File: src/rtl/afc_pkg.sv
// ----------------------------------------------------------------------------
// afc_pkg
// Shared types, widths and the predictor coefficient table of the 4-bit
// ADPCM frame decoder.
// ----------------------------------------------------------------------------
package afc_pkg;

	localparam int FRAME_SAMPLES = 16;
	localparam int CNT_W         = $clog2(FRAME_SAMPLES);
	localparam int NIB_W         = 4;
	localparam int WORD_W        = 32;
	localparam int SAMPLE_W      = 16;
	localparam int COEF_W        = 14;
	localparam int PROD_W        = SAMPLE_W + COEF_W;
	localparam int ACC_W         = 32;
	localparam int COEF_SHIFT    = 11;
	localparam int SHIFT_W       = ACC_W - COEF_SHIFT;
	localparam int SAT_MAX       = 32767;
	localparam int SAT_MIN       = -32768;

	typedef logic signed [COEF_W-1:0]   coef_t;
	typedef logic signed [SAMPLE_W-1:0] sample_t;

	// Commands from the controller to the datapath
	typedef struct packed {
		logic load;  // capture a new frame
		logic step;  // decode one sample into the output register
		logic last;  // the sample being decoded ends the frame
	} afc_cmd_t;

	// Q11 weight of the most recent sample
	function automatic coef_t coef_new(input logic [3:0] sel);
		coef_t c;
		c = '0;
		case (sel)
			4'd0:  c = 14'sd0;
			4'd1:  c = 14'sh0800;
			4'd2:  c = 14'sd0;
			4'd3:  c = 14'sh0400;
			4'd4:  c = 14'sh1000;
			4'd5:  c = 14'sh0e00;
			4'd6:  c = 14'sh0c00;
			4'd7:  c = 14'sh1200;
			4'd8:  c = 14'sh1068;
			4'd9:  c = 14'sh12c0;
			4'd10: c = 14'sh1400;
			4'd11: c = 14'sh0800;
			4'd12: c = 14'sh0400;
			4'd13: c = -14'sh0400;
			4'd14: c = -14'sh0400;
			4'd15: c = -14'sh0800;
			default: c = 14'sd0;
		endcase
		return c;
	endfunction

	// Q11 weight of the sample before that
	function automatic coef_t coef_old(input logic [3:0] sel);
		coef_t c;
		c = '0;
		case (sel)
			4'd0:  c = 14'sd0;
			4'd1:  c = 14'sd0;
			4'd2:  c = 14'sh0800;
			4'd3:  c = 14'sh0400;
			4'd4:  c = -14'sh0800;
			4'd5:  c = -14'sh0600;
			4'd6:  c = -14'sh0400;
			4'd7:  c = -14'sh0a00;
			4'd8:  c = -14'sh08c8;
			4'd9:  c = -14'sh08fc;
			4'd10: c = -14'sh0c00;
			4'd11: c = -14'sh0800;
			4'd12: c = -14'sh0400;
			4'd13: c = 14'sh0400;
			4'd14: c = 14'sd0;
			4'd15: c = 14'sd0;
			default: c = 14'sd0;
		endcase
		return c;
	endfunction

endpackage

File: src/rtl/afc_ctrl.sv
// ----------------------------------------------------------------------------
// afc_ctrl
// Frame sequencer: takes a frame, issues sixteen decode steps, and owns the
// valid flag of the output register.
// ----------------------------------------------------------------------------
module afc_ctrl (
	input  logic              clk,
	input  logic              arst_n,
	input  logic              in_valid,
	output logic              in_ready,
	output logic              out_valid,
	input  logic              out_ready,
	output afc_pkg::afc_cmd_t cmd
);
	import afc_pkg::*;

	localparam logic ST_IDLE = 1'b0;
	localparam logic ST_RUN  = 1'b1;

	logic             state_q;
	logic [CNT_W-1:0] cnt_q;
	logic             out_valid_q;
	logic             step;
	logic             load;
	logic             cnt_end;

	assign in_ready  = (state_q == ST_IDLE);
	assign out_valid = out_valid_q;
	assign load      = in_valid && in_ready;
	assign cnt_end   = (cnt_q == CNT_W'(FRAME_SAMPLES - 1));

	// Advance only when the output register is free or being drained
	assign step = (state_q == ST_RUN) && (!out_valid_q || out_ready);

	assign cmd.load = load;
	assign cmd.step = step;
	assign cmd.last = cnt_end;

	// Sequence the sixteen samples of a frame
	always_ff @(posedge clk or negedge arst_n) begin
		if (!arst_n) begin
			state_q <= ST_IDLE;
			cnt_q   <= '0;
		end else begin
			unique case (state_q)
				ST_IDLE: begin
					if (load) begin
						state_q <= ST_RUN;
						cnt_q   <= '0;
					end
				end
				ST_RUN: begin
					if (step) begin
						cnt_q <= cnt_q + 1'b1;
						if (cnt_end) begin
							state_q <= ST_IDLE;
						end
					end
				end
				default: state_q <= ST_IDLE;
			endcase
		end
	end

	// Hold a result until its transfer completes
	always_ff @(posedge clk or negedge arst_n) begin
		if (!arst_n) begin
			out_valid_q <= 1'b0;
		end else if (step) begin
			out_valid_q <= 1'b1;
		end else if (out_ready) begin
			out_valid_q <= 1'b0;
		end
	end

endmodule

File: src/rtl/afc_dpath.sv
// ----------------------------------------------------------------------------
// afc_dpath
// Sample datapath: code shift register, two-tap predictor, floor shift,
// saturation, two-sample history and the output register payload.
// ----------------------------------------------------------------------------
module afc_dpath (
	input  logic                     clk,
	input  logic                     arst_n,
	input  afc_pkg::afc_cmd_t        cmd,
	input  logic [3:0]               scale_exp,
	input  logic [3:0]               coef_select,
	input  logic [31:0]              nibbles_hi,
	input  logic [31:0]              nibbles_lo,
	output logic signed [15:0]       sample,
	output logic                     last
);
	import afc_pkg::*;

	logic [2*WORD_W-1:0]       codes_q;
	logic [3:0]                scale_q;
	coef_t                     c_new_q;
	coef_t                     c_old_q;
	sample_t                   prev_q;
	sample_t                   prev_prev_q;
	sample_t                   sample_q;
	logic                      last_q;

	logic signed [ACC_W-1:0]   code_ext;
	logic signed [ACC_W-1:0]   step_term;
	logic signed [PROD_W-1:0]  prod_new;
	logic signed [PROD_W-1:0]  prod_old;
	logic signed [ACC_W-1:0]   acc;
	logic signed [SHIFT_W-1:0] acc_sh;
	sample_t                   sat;

	// Scale the current code: code * 2^scale * 2^11
	assign code_ext  = ACC_W'(signed'(codes_q[2*WORD_W-1 -: NIB_W]));
	assign step_term = code_ext <<< (5'(scale_q) + 5'(COEF_SHIFT));

	// Two-tap prediction from the history
	assign prod_new = prev_q * c_new_q;
	assign prod_old = prev_prev_q * c_old_q;
	assign acc      = step_term + ACC_W'(prod_new) + ACC_W'(prod_old);

	// Floor shift back to sample scale, then clamp
	assign acc_sh = SHIFT_W'(acc >>> COEF_SHIFT);

	always_comb begin
		if (acc_sh > SHIFT_W'(SAT_MAX)) begin
			sat = sample_t'(SAT_MAX);
		end else if (acc_sh < SHIFT_W'(SAT_MIN)) begin
			sat = sample_t'(SAT_MIN);
		end else begin
			sat = SAMPLE_W'(acc_sh);
		end
	end

	// Capture a frame, then drop one code per step
	always_ff @(posedge clk) begin
		if (cmd.load) begin
			codes_q <= {nibbles_hi, nibbles_lo};
			scale_q <= scale_exp;
			c_new_q <= coef_new(coef_select);
			c_old_q <= coef_old(coef_select);
		end else if (cmd.step) begin
			codes_q <= {codes_q[2*WORD_W-NIB_W-1:0], NIB_W'(0)};
		end
	end

	// Push each decoded sample into the history
	always_ff @(posedge clk or negedge arst_n) begin
		if (!arst_n) begin
			prev_q      <= '0;
			prev_prev_q <= '0;
		end else if (cmd.step) begin
			prev_q      <= sat;
			prev_prev_q <= prev_q;
		end
	end

	// Load the output register payload
	always_ff @(posedge clk) begin
		if (cmd.step) begin
			sample_q <= sat;
			last_q   <= cmd.last;
		end
	end

	assign sample = sample_q;
	assign last   = last_q;

endmodule

File: src/rtl/afc_adpcm_frame_decoder.sv
// ----------------------------------------------------------------------------
// afc_adpcm_frame_decoder
// 4-bit ADPCM frame decoder: one 9-byte frame in, sixteen PCM samples out.
// ----------------------------------------------------------------------------
// Each accepted frame yields sixteen signed 16-bit samples in order, the
// sixteenth flagged by last. One sample is decoded per cycle through a single
// predictor loop (two multiplies, add, floor shift, clamp, history update).
// A frame is taken while the sequencer is idle, then decoded in sixteen
// steps, one per cycle while the output side takes every sample. A stalled
// output holds the loop. A new frame is accepted once the sixteenth sample has
// been decoded, while that sample still waits in the output register. The
// two-sample history resets to zero and carries across frames.
module afc_adpcm_frame_decoder (
	input  logic               clk,
	input  logic               arst_n,
	input  logic               in_valid,
	output logic               in_ready,
	input  logic [3:0]         scale_exp,
	input  logic [3:0]         coef_select,
	input  logic [31:0]        nibbles_hi,
	input  logic [31:0]        nibbles_lo,
	output logic               out_valid,
	input  logic               out_ready,
	output logic signed [15:0] sample,
	output logic               last
);
	import afc_pkg::*;

	afc_cmd_t cmd;

	// Sequencer
	afc_ctrl u_ctrl (
		.clk       (clk),
		.arst_n    (arst_n),
		.in_valid  (in_valid),
		.in_ready  (in_ready),
		.out_valid (out_valid),
		.out_ready (out_ready),
		.cmd       (cmd)
	);

	// Predictor datapath
	afc_dpath u_dpath (
		.clk         (clk),
		.arst_n      (arst_n),
		.cmd         (cmd),
		.scale_exp   (scale_exp),
		.coef_select (coef_select),
		.nibbles_hi  (nibbles_hi),
		.nibbles_lo  (nibbles_lo),
		.sample      (sample),
		.last        (last)
	);

endmodule
File: config.mk
export PLATFORM = sky130hd
export DESIGN_NAME = afc_adpcm_frame_decoder
export DESIGN_NICKNAME = d
export VERILOG_FILES = /design/src/rtl/afc_pkg.sv /design/src/rtl/afc_ctrl.sv /design/src/rtl/afc_dpath.sv /design/src/rtl/afc_adpcm_frame_decoder.sv
export SDC_FILE = /design/constraint.sdc
export NUM_CORES = 1
export LEC_CHECK = 0
export BUFFER_PORTS_ARGS = -buffer_cell sky130_fd_sc_hd__buf_2
export CAP_MARGIN = 5
export CORE_AREA = 2 2 224 226
export CTS_BUF_LIST = sky130_fd_sc_hd__clkbuf_2 sky130_fd_sc_hd__clkbuf_4 sky130_fd_sc_hd__clkbuf_8
export DETAILED_ROUTE_END_ITERATION = 10
export DIE_AREA = 0 0 226 228
export GPL_TIMING_DRIVEN = 1
export PLACE_DENSITY = 0.6
export SLEW_MARGIN = 20
export SYNTH_ARGS = -nofsm -noshare
export SYNTH_HDL_FRONTEND = slang
export SYNTH_SLANG_ARGS = --single-unit
File: constraint.sdc
create_clock -name clk -period 7.4 [get_ports clk]
set_input_delay 1.48 -clock clk [delete_from_list [all_inputs] [get_ports clk]]
set_output_delay 1.48 -clock clk [all_outputs]
set_load 0.05 [all_outputs]
==> key figures, run 1 <==
Drt
  – Final WL: 51.34 mm
  – Antenna-violating nets left: 0
  – 1st-iter DRT viols: roughly 800
  – Drt drc: 0
  – Total vias in the final route: 13697
  – Vias per cell: 4.819
  – DR pass1 iterations: 5
  – Drt wl/cell: 18.07 um

Worst setup path
  – Critical Path Fanout Max: 15
  – Path depth of the worst reg2reg path: 24
  – RR Startpoint: u_dpath.c_new_q[6]
  – Critical path launch point type: flip-flop
  – Worst path required time: 7.79 ns
  – R2R Path End: u_dpath.prev_q[14]
  – Critical path class: reg -> reg
  – Critical Path AT: 7.90 ns
  – Crit. End Element: flip-flop
  – Reg2reg setup slack: -0.11 ns

CTS
  – CTS Sinks: 137
  – CTS tree: done
  – Skew-Pair Late Insertion Delay: 0.50 ns
  – CTS Buf Count: 17
  – Clk buf depth: 2
  – Clk root buf: clkbuf_8
  – Max H-tree Level: 4
  – Clk slew on worst S/H paths: 0.09 ns

Global route
  – Total Routing Usage GR: 21.05%
  – Largest net degree at the start of global routing: 65
  – Grt total ovfl: 0
  – Global-route wire length before repair: between 80 and 90 mm
  – Vias in the first global route: around 15000
  – Initial antenna violation count: 4

Hold path
  – Hold WC Path Type: reg -> reg
  – Hold path start: u_ctrl.cnt_q[3]
  – Hold Path Sink: u_ctrl.cnt_q[3]
  – Hold path depth: 1

Run
  – Max-cap viol count: 0

Placed design
  – Port bufs: 94
  – Post-DP HPWL: 41.17 mm
  – Routability Congestion: 0.8858
  – Number of instances in the placed design: 2787

Floorplan
  – DIE HEIGHT: 228 um
  – Site row count: 82
  – CORE AREA: 0.04935 mm^2
  – Initial Util: 39.57%
  – Area of the die: 0.05153 mm^2
  – Die width: between 200 and 250 um
  – Top Ports: 95

Finish
  – P&R area growth vs syn: 16.60%
  – Fillers: 4662
  – Commonest cells after routing, fill and taps aside: inv_1, nand2_1, fa_1, ha_1, and2_1
  – Layout cells sized above 1: 17.45%
  – Layout Cells excl Fill: 2842
  – Most common cell after layout, fill and taps aside: inv_1
  – Net count, final: 2783

Outcome
  – Failing checks: setup timing
  – Status: finished with violations

Synth
  – EDFF count, synth: slightly below 100
  – Yosys Warn Count: 0
  – Post-synth ARST share: 27.74%
  – Syn avg cell area: 9.984 um^2
  – Mapped Cells: 1956
  – Post-synthesis sequential area ratio: 20.09%
  – Most used DFF post-synth: edfxtp_1
  – Netlist Area Pre-Place: 0.01953 mm^2
  – Post-synthesis register bit count: 137
  – Synth unique cells: 57

STA
  – Final worst slack: -0.1105 ns
  – Final setup violation count: 21
  – Fin crit share: 101.5%
  – RSZ-0062 raised after global routing: true
  – Tmin final: 7.511 ns
  – Max Clk Rate: 0.1331 GHz
  – Clock skew: 0.01440 ns
  – Hold WS: 0.4848 ns
  – Final hold vios: 0
  – Measured slew at the worst slew-check pin: approximately 1.1 ns
  – Slew margin rel.: 24.47%
  – Final Slew Violations: 0
-- logic make-up after synthesis --
logic type	Yosys count	synth area share, %
other	1	0.01920
XOR/XNOR	38	1.820
adder cells (fa/ha/maj)	554	48.56
multiplexers	28	1.659
AO/OA/AOI/OAI	122	4.370
buffers and inverters	481	9.373
flip-flops	137	20.09
AND/OR/NAND/NOR	595	14.10
-- cell type report --
cell class | instances | area, um^2 | share of cell area (%)
Tap cell | 672 | 840.8 | 3.693
Antenna cell | 4 | 10.01 | 0.04396
Clock buffer | 17 | 234.0 | 1.028
Clock inverter | 15 | 201.4 | 0.8847
Inverter | 419 | 1580 | 6.940
Multi-Input combinational cell | 1339 | 14160 | 62.20
Timing Repair Buffer | 239 | 1813 | 7.962
Sequential cell | 137 | 3928 | 17.25
-- routing by layer --
metal	up-vias	part of all wire, %	routed length, um	global-route usage, %
li1	6356	-	-	-
met1	6953	43	21950	27.45
met2	305	51	25950	36.42
met3	83	4.0	2068	2.885
met4	0	2.7	1373	6.064
met5	-	0	0	0
-- synth_stat cells (all sizes together) (4+ instances only) --
master	number	share of area [%]
nand3	9	0.23
and2	155	5.0
buf	6	0.24
o21ai	23	0.65
a21oi	32	0.82
a31o	4	0.18
o21a	6	0.23
xnor2	22	1.1
or2	4	0.13
clkbuf	56	1.1
dfrtp	38	4.9
a21o	26	1.0
nor2	39	0.75
nor2b	18	0.58
a31oi	5	0.16
nand2	343	6.6
fa	340	35
xor2	16	0.76
ha	214	14
nand2b	9	0.29
mux2i	5	0.26
and3	10	0.32
mux2	23	1.4
edfxtp	99	15
inv	419	8.1
-- stage by stage --
stage          util (%)  setup TNS (ns)  worst slack [ns]  instance area [um^2]
2_1_floorplan         -               0           0.03189                 19530
3_3_place_gp      43.94         -0.6047          -0.07886                 21680
3_5_place_dp      43.94          -2.698           -0.1756                 21680
4_1_cts           45.66         -0.5983          -0.06916                 22530
5_1_grt           46.14          -5.586           -0.2743                 22770
6_report          46.14          -1.300           -0.1105                 22770
-- sequential cells by signal, indices dropped and copies added, names as in the netlist --
name                 cells
u_dpath.c_new_q          8
u_dpath.prev_prev_q     16
u_ctrl.cnt_q             4
u_dpath.prev_q          16
u_dpath.sample          16
u_dpath.last             1
u_dpath.scale_q          4
u_dpath.c_old_q          6
u_ctrl.state_q           1
u_dpath.codes_q         64
u_ctrl.out_valid         1
-- repair_timing --
action	in CTS	in global routing
endpoints found under the setup margin	30	30
setup buffers	14	2
pin swaps	33	17
hold buffers	0	0
gates resized for setup	50	35
gates cloned	3	0
-- how the worst max path moves through the flow --
stage	end	startpoint	depth (start not counted)
after floorplan	u_dpath.prev_q[5]	u_dpath.c_new_q[5]	25
after global placement	u_dpath.prev_q[14]	u_dpath.c_new_q[5]	29
after detailed placement	u_dpath.prev_q[7]	u_dpath.c_new_q[5]	29
after CTS	u_dpath.prev_q[7]	u_dpath.c_new_q[6]	24
after global routing	u_dpath.prev_q[14]	u_dpath.c_new_q[5]	25
final	u_dpath.prev_q[14]	u_dpath.c_new_q[6]	24
-- critical path, stage by stage, from the launching register on --
cell and delay [ns]:
edfxtp_1 0.42, buf_12 0.17, and2_4 0.15, fa_2 0.62, inv_4 0.07, buf_4 0.13
fa_1 0.48, inv_1 0.06, fa_2 0.57, fa_1 0.45, fa_2 0.55, fa_1 0.43
fa_2 0.35, ha_1 0.24, ha_4 0.25, a211o_1 0.34, a31oi_4 0.20, o21ai_2 0.11
a221o_1 0.39, a221oi_2 0.37, xnor2_2 0.22, o41ai_4 0.16, buf_12 0.18, a41o_1 0.21
mux2_2 0.26
Power of run 1 is not shown: default switching activity piles up to over one toggle a cycle in this logic, so the estimate is an artifact.
==> run 2: changes to the inputs <==
--- a/config.mk
+++ b/config.mk
@@ -12,6 +12,7 @@
 export DETAILED_ROUTE_END_ITERATION = 10
 export DIE_AREA = 0 0 226 228
 export GPL_TIMING_DRIVEN = 1
+export MAX_ROUTING_LAYER = met4
 export PLACE_DENSITY = 0.6
 export SLEW_MARGIN = 20
 export SYNTH_ARGS = -nofsm -noshare
==> key figures, run 2 (synthesized netlist as in run 1, its figures left out) <==
Outcome
  – Status: finished with violations
  – Failing checks: setup timing

STA
  – Measured slew at the worst slew-check pin: 1.003 ns (-0.1276 ns)
  – RSZ-0062 raised after global routing: true
  – Final hold vios: 0 (unchanged)
  – Final worst slack: -0.07829 ns (+0.03226 ns)
  – Slew margin rel.: 33.00% (+8.5 points)
  – Final setup violation count: 15 (-29%)
  – Final Slew Violations: 0 (unchanged)
  – Fin crit share: 101.1% (-0.44 points)
  – Clock skew: 0.01682 ns (+0.002425 ns)
  – Tmin final: 7.478 ns (-0.03226 ns)
  – Max Clk Rate: 0.1337 GHz (+0.43%)

CTS
  – Skew-Pair Late Insertion Delay: 0.49 ns (about the same)
  – CTS Sinks: 137 (unchanged)
  – Clk slew on worst S/H paths: 0.08 ns (about the same)
  – CTS Buf Count: 17 (unchanged)
  – CTS tree: done
  – Max H-tree Level: 4 (unchanged)
  – Clk root buf: clkbuf_8
  – Clk buf depth: 2 (unchanged)

Worst setup path
  – Critical Path AT: 7.85 ns (-0.05 ns)
  – Critical path's largest stage delay: 0.60 ns (-0.02 ns)
  – Critical path class: reg -> reg
  – Crit path top cell by count: fa_1
  – Worst path slowest cell: fa_2
  – Crit. End Element: flip-flop
  – Worst path top cell family by delay: adder cells
  – CP bufs+invs: 6 (+1)
  – Critical Path Fanout Max: 7 (-8)
  – Worst path required time: 7.77 ns (-0.02 ns)
  – Critical path launch point type: flip-flop

Finish
  – Net count, final: 2791 (+0.29%)
  – Design area: 0.02257 mm^2 (-0.90%)
  – Fillers: 4683 (+0.45%)
  – Largest register by flop count: u_dpath.codes_q
  – Most common cell after layout, fill and taps aside: inv_1
  – Layout cells sized above 1: 16.98% (-0.47 points)
  – P&R area growth vs syn: 15.55%
  – Max FFs per register: 64 (unchanged)
  – Commonest cells after routing, fill and taps aside: inv_1, nand2_1, fa_1, ha_1, and2_1

Drt
  – Met1 wire length: 21.13 mm (-3.7%)
  – WL met3: 2.472 mm (+20%)
  – Met2 routed WL: 25.04 mm (-3.5%)
  – Vias per cell: 4.812 (-0.16%)
  – Final WL: 50.54 mm (-1.6%)
  – Total vias in the final route: 13694 (-0.022%)
  – Drt wl/cell: 17.76 um (-1.7%)
  – Top Layer Used: met4
  – 1st-iter DRT viols: 826 (+3.6%)
  – Antenna-violating nets left: 0 (unchanged)
  – DR pass1 iterations: 5 (unchanged)
  – Drt drc: 0 (unchanged)

Floorplan
  – Area of the die: 0.05153 mm^2 (unchanged)
  – Site row count: 82 (unchanged)
  – DIE HEIGHT: 228 um (unchanged)
  – Top Ports: 95 (unchanged)
  – CORE AREA: 0.04935 mm^2 (unchanged)
  – Initial Util: 39.57% (unchanged)
  – Die width: 226 um (unchanged)

Run
  – Max-cap viol count: 0 (unchanged)

Global route
  – Vias in the first global route: 15216 (+0.13%)
  – Initial antenna violation count: 0 (-4)
  – Global-route wire length before repair: 81.19 mm (-1.7%)
  – Grt total ovfl: 0 (unchanged)
  – Largest net degree at the start of global routing: 83 (+28%)
  – Total Routing Usage GR: 21.26% (+0.21 points)

Placed design
  – Port bufs: 94 (unchanged)
  – Post-Place Setup Slack: -0.1918 ns (-0.01621 ns)
  – Post-DP HPWL: 41.25 mm (+0.20%)
  – Routability Congestion: 0.9065 (+2.3%)
  – Placement-stage cell area: 0.02171 mm^2 (+0.14%)

Hold path
  – Hold WC Path Type: reg -> reg
-- run 2: worst register-to-register path, stage by stage (launching register included) --
cell       delay, ns
edfxtp_1        0.43
buf_12          0.17
and2_4          0.15
fa_2            0.60
inv_4           0.07
buf_4           0.13
fa_1            0.47
inv_1           0.06
fa_2            0.39
fa_1            0.58
fa_2            0.46
fa_1            0.53
fa_1            0.42
ha_1            0.29
ha_2            0.18
a211o_1         0.32
a31oi_2         0.20
o21ai_2         0.10
a221o_1         0.41
a221oi_4        0.35
xnor2_2         0.19
o41ai_4         0.12
buf_4           0.16
clkbuf_16       0.17
a21o_1          0.17
mux2_2          0.25
-- run 2: metal layers --
layer	global-route usage, %	vias to the layer above
met3	3.658	98
met4	7.285	0
met1	26.47	6930
met2	34.94	296
li1	-	6370
met5	-	-
-- run 2: final timing paths --
check | from | end | slack, ns | depth (start not counted)
worst min-delay path | u_ctrl.cnt_q[3] | u_ctrl.cnt_q[3] | 0.48 | 1
max in group asynchronous | arst_n | u_dpath.prev_q[14] | 5.96 | 1
worst max register to register | u_dpath.c_new_q[6] | u_dpath.prev_q[2] | -0.08 | 25
worst min register to register | u_ctrl.cnt_q[3] | u_ctrl.cnt_q[3] | 0.48 | 1
worst max-delay path | u_dpath.c_new_q[6] | u_dpath.prev_q[2] | -0.08 | 25
min in group asynchronous | arst_n | u_ctrl.state_q | 0.99 | 1
-- run 2: area by class of cell --
type | instances | area (um^2) | area share (%)
clock buffer | 17 | 234.0 | 1.037
inverter | 419 | 1575 | 6.981
antenna | 1 | 2.502 | 0.01109
multi-input combinational | 1339 | 14040 | 62.20
clock inverter | 14 | 136.4 | 0.6044
sequential | 137 | 3930 | 17.42
tap | 672 | 840.8 | 3.726
timing repair buffer | 247 | 1810 | 8.023
-- run 2: through the flow --
step	cells	setup TNS [ns]	hold slack, ns	util (%)
4_1_cts	2833	-0.7231	0.4897	45.16
6_report	2846	-0.8860	0.4850	45.73
2_1_floorplan	1957	0	0.4382	-
3_5_place_dp	2791	-2.588	0.4774	44.00
3_3_place_gp	2791	-0.2816	0.4561	44.00
5_1_grt	2845	-3.947	0.5351	45.72
-- run 2: what timing repair did --
item,CTS,global route
hold buffers,0,0
gates resized for setup,22,31
pin swaps,20,33
setup buffers,10,11
gates cloned,1,1
setup endpoints to repair,30,30
endpoints found under the hold margin,0,0
Power of run 2 is left out for the same reason.
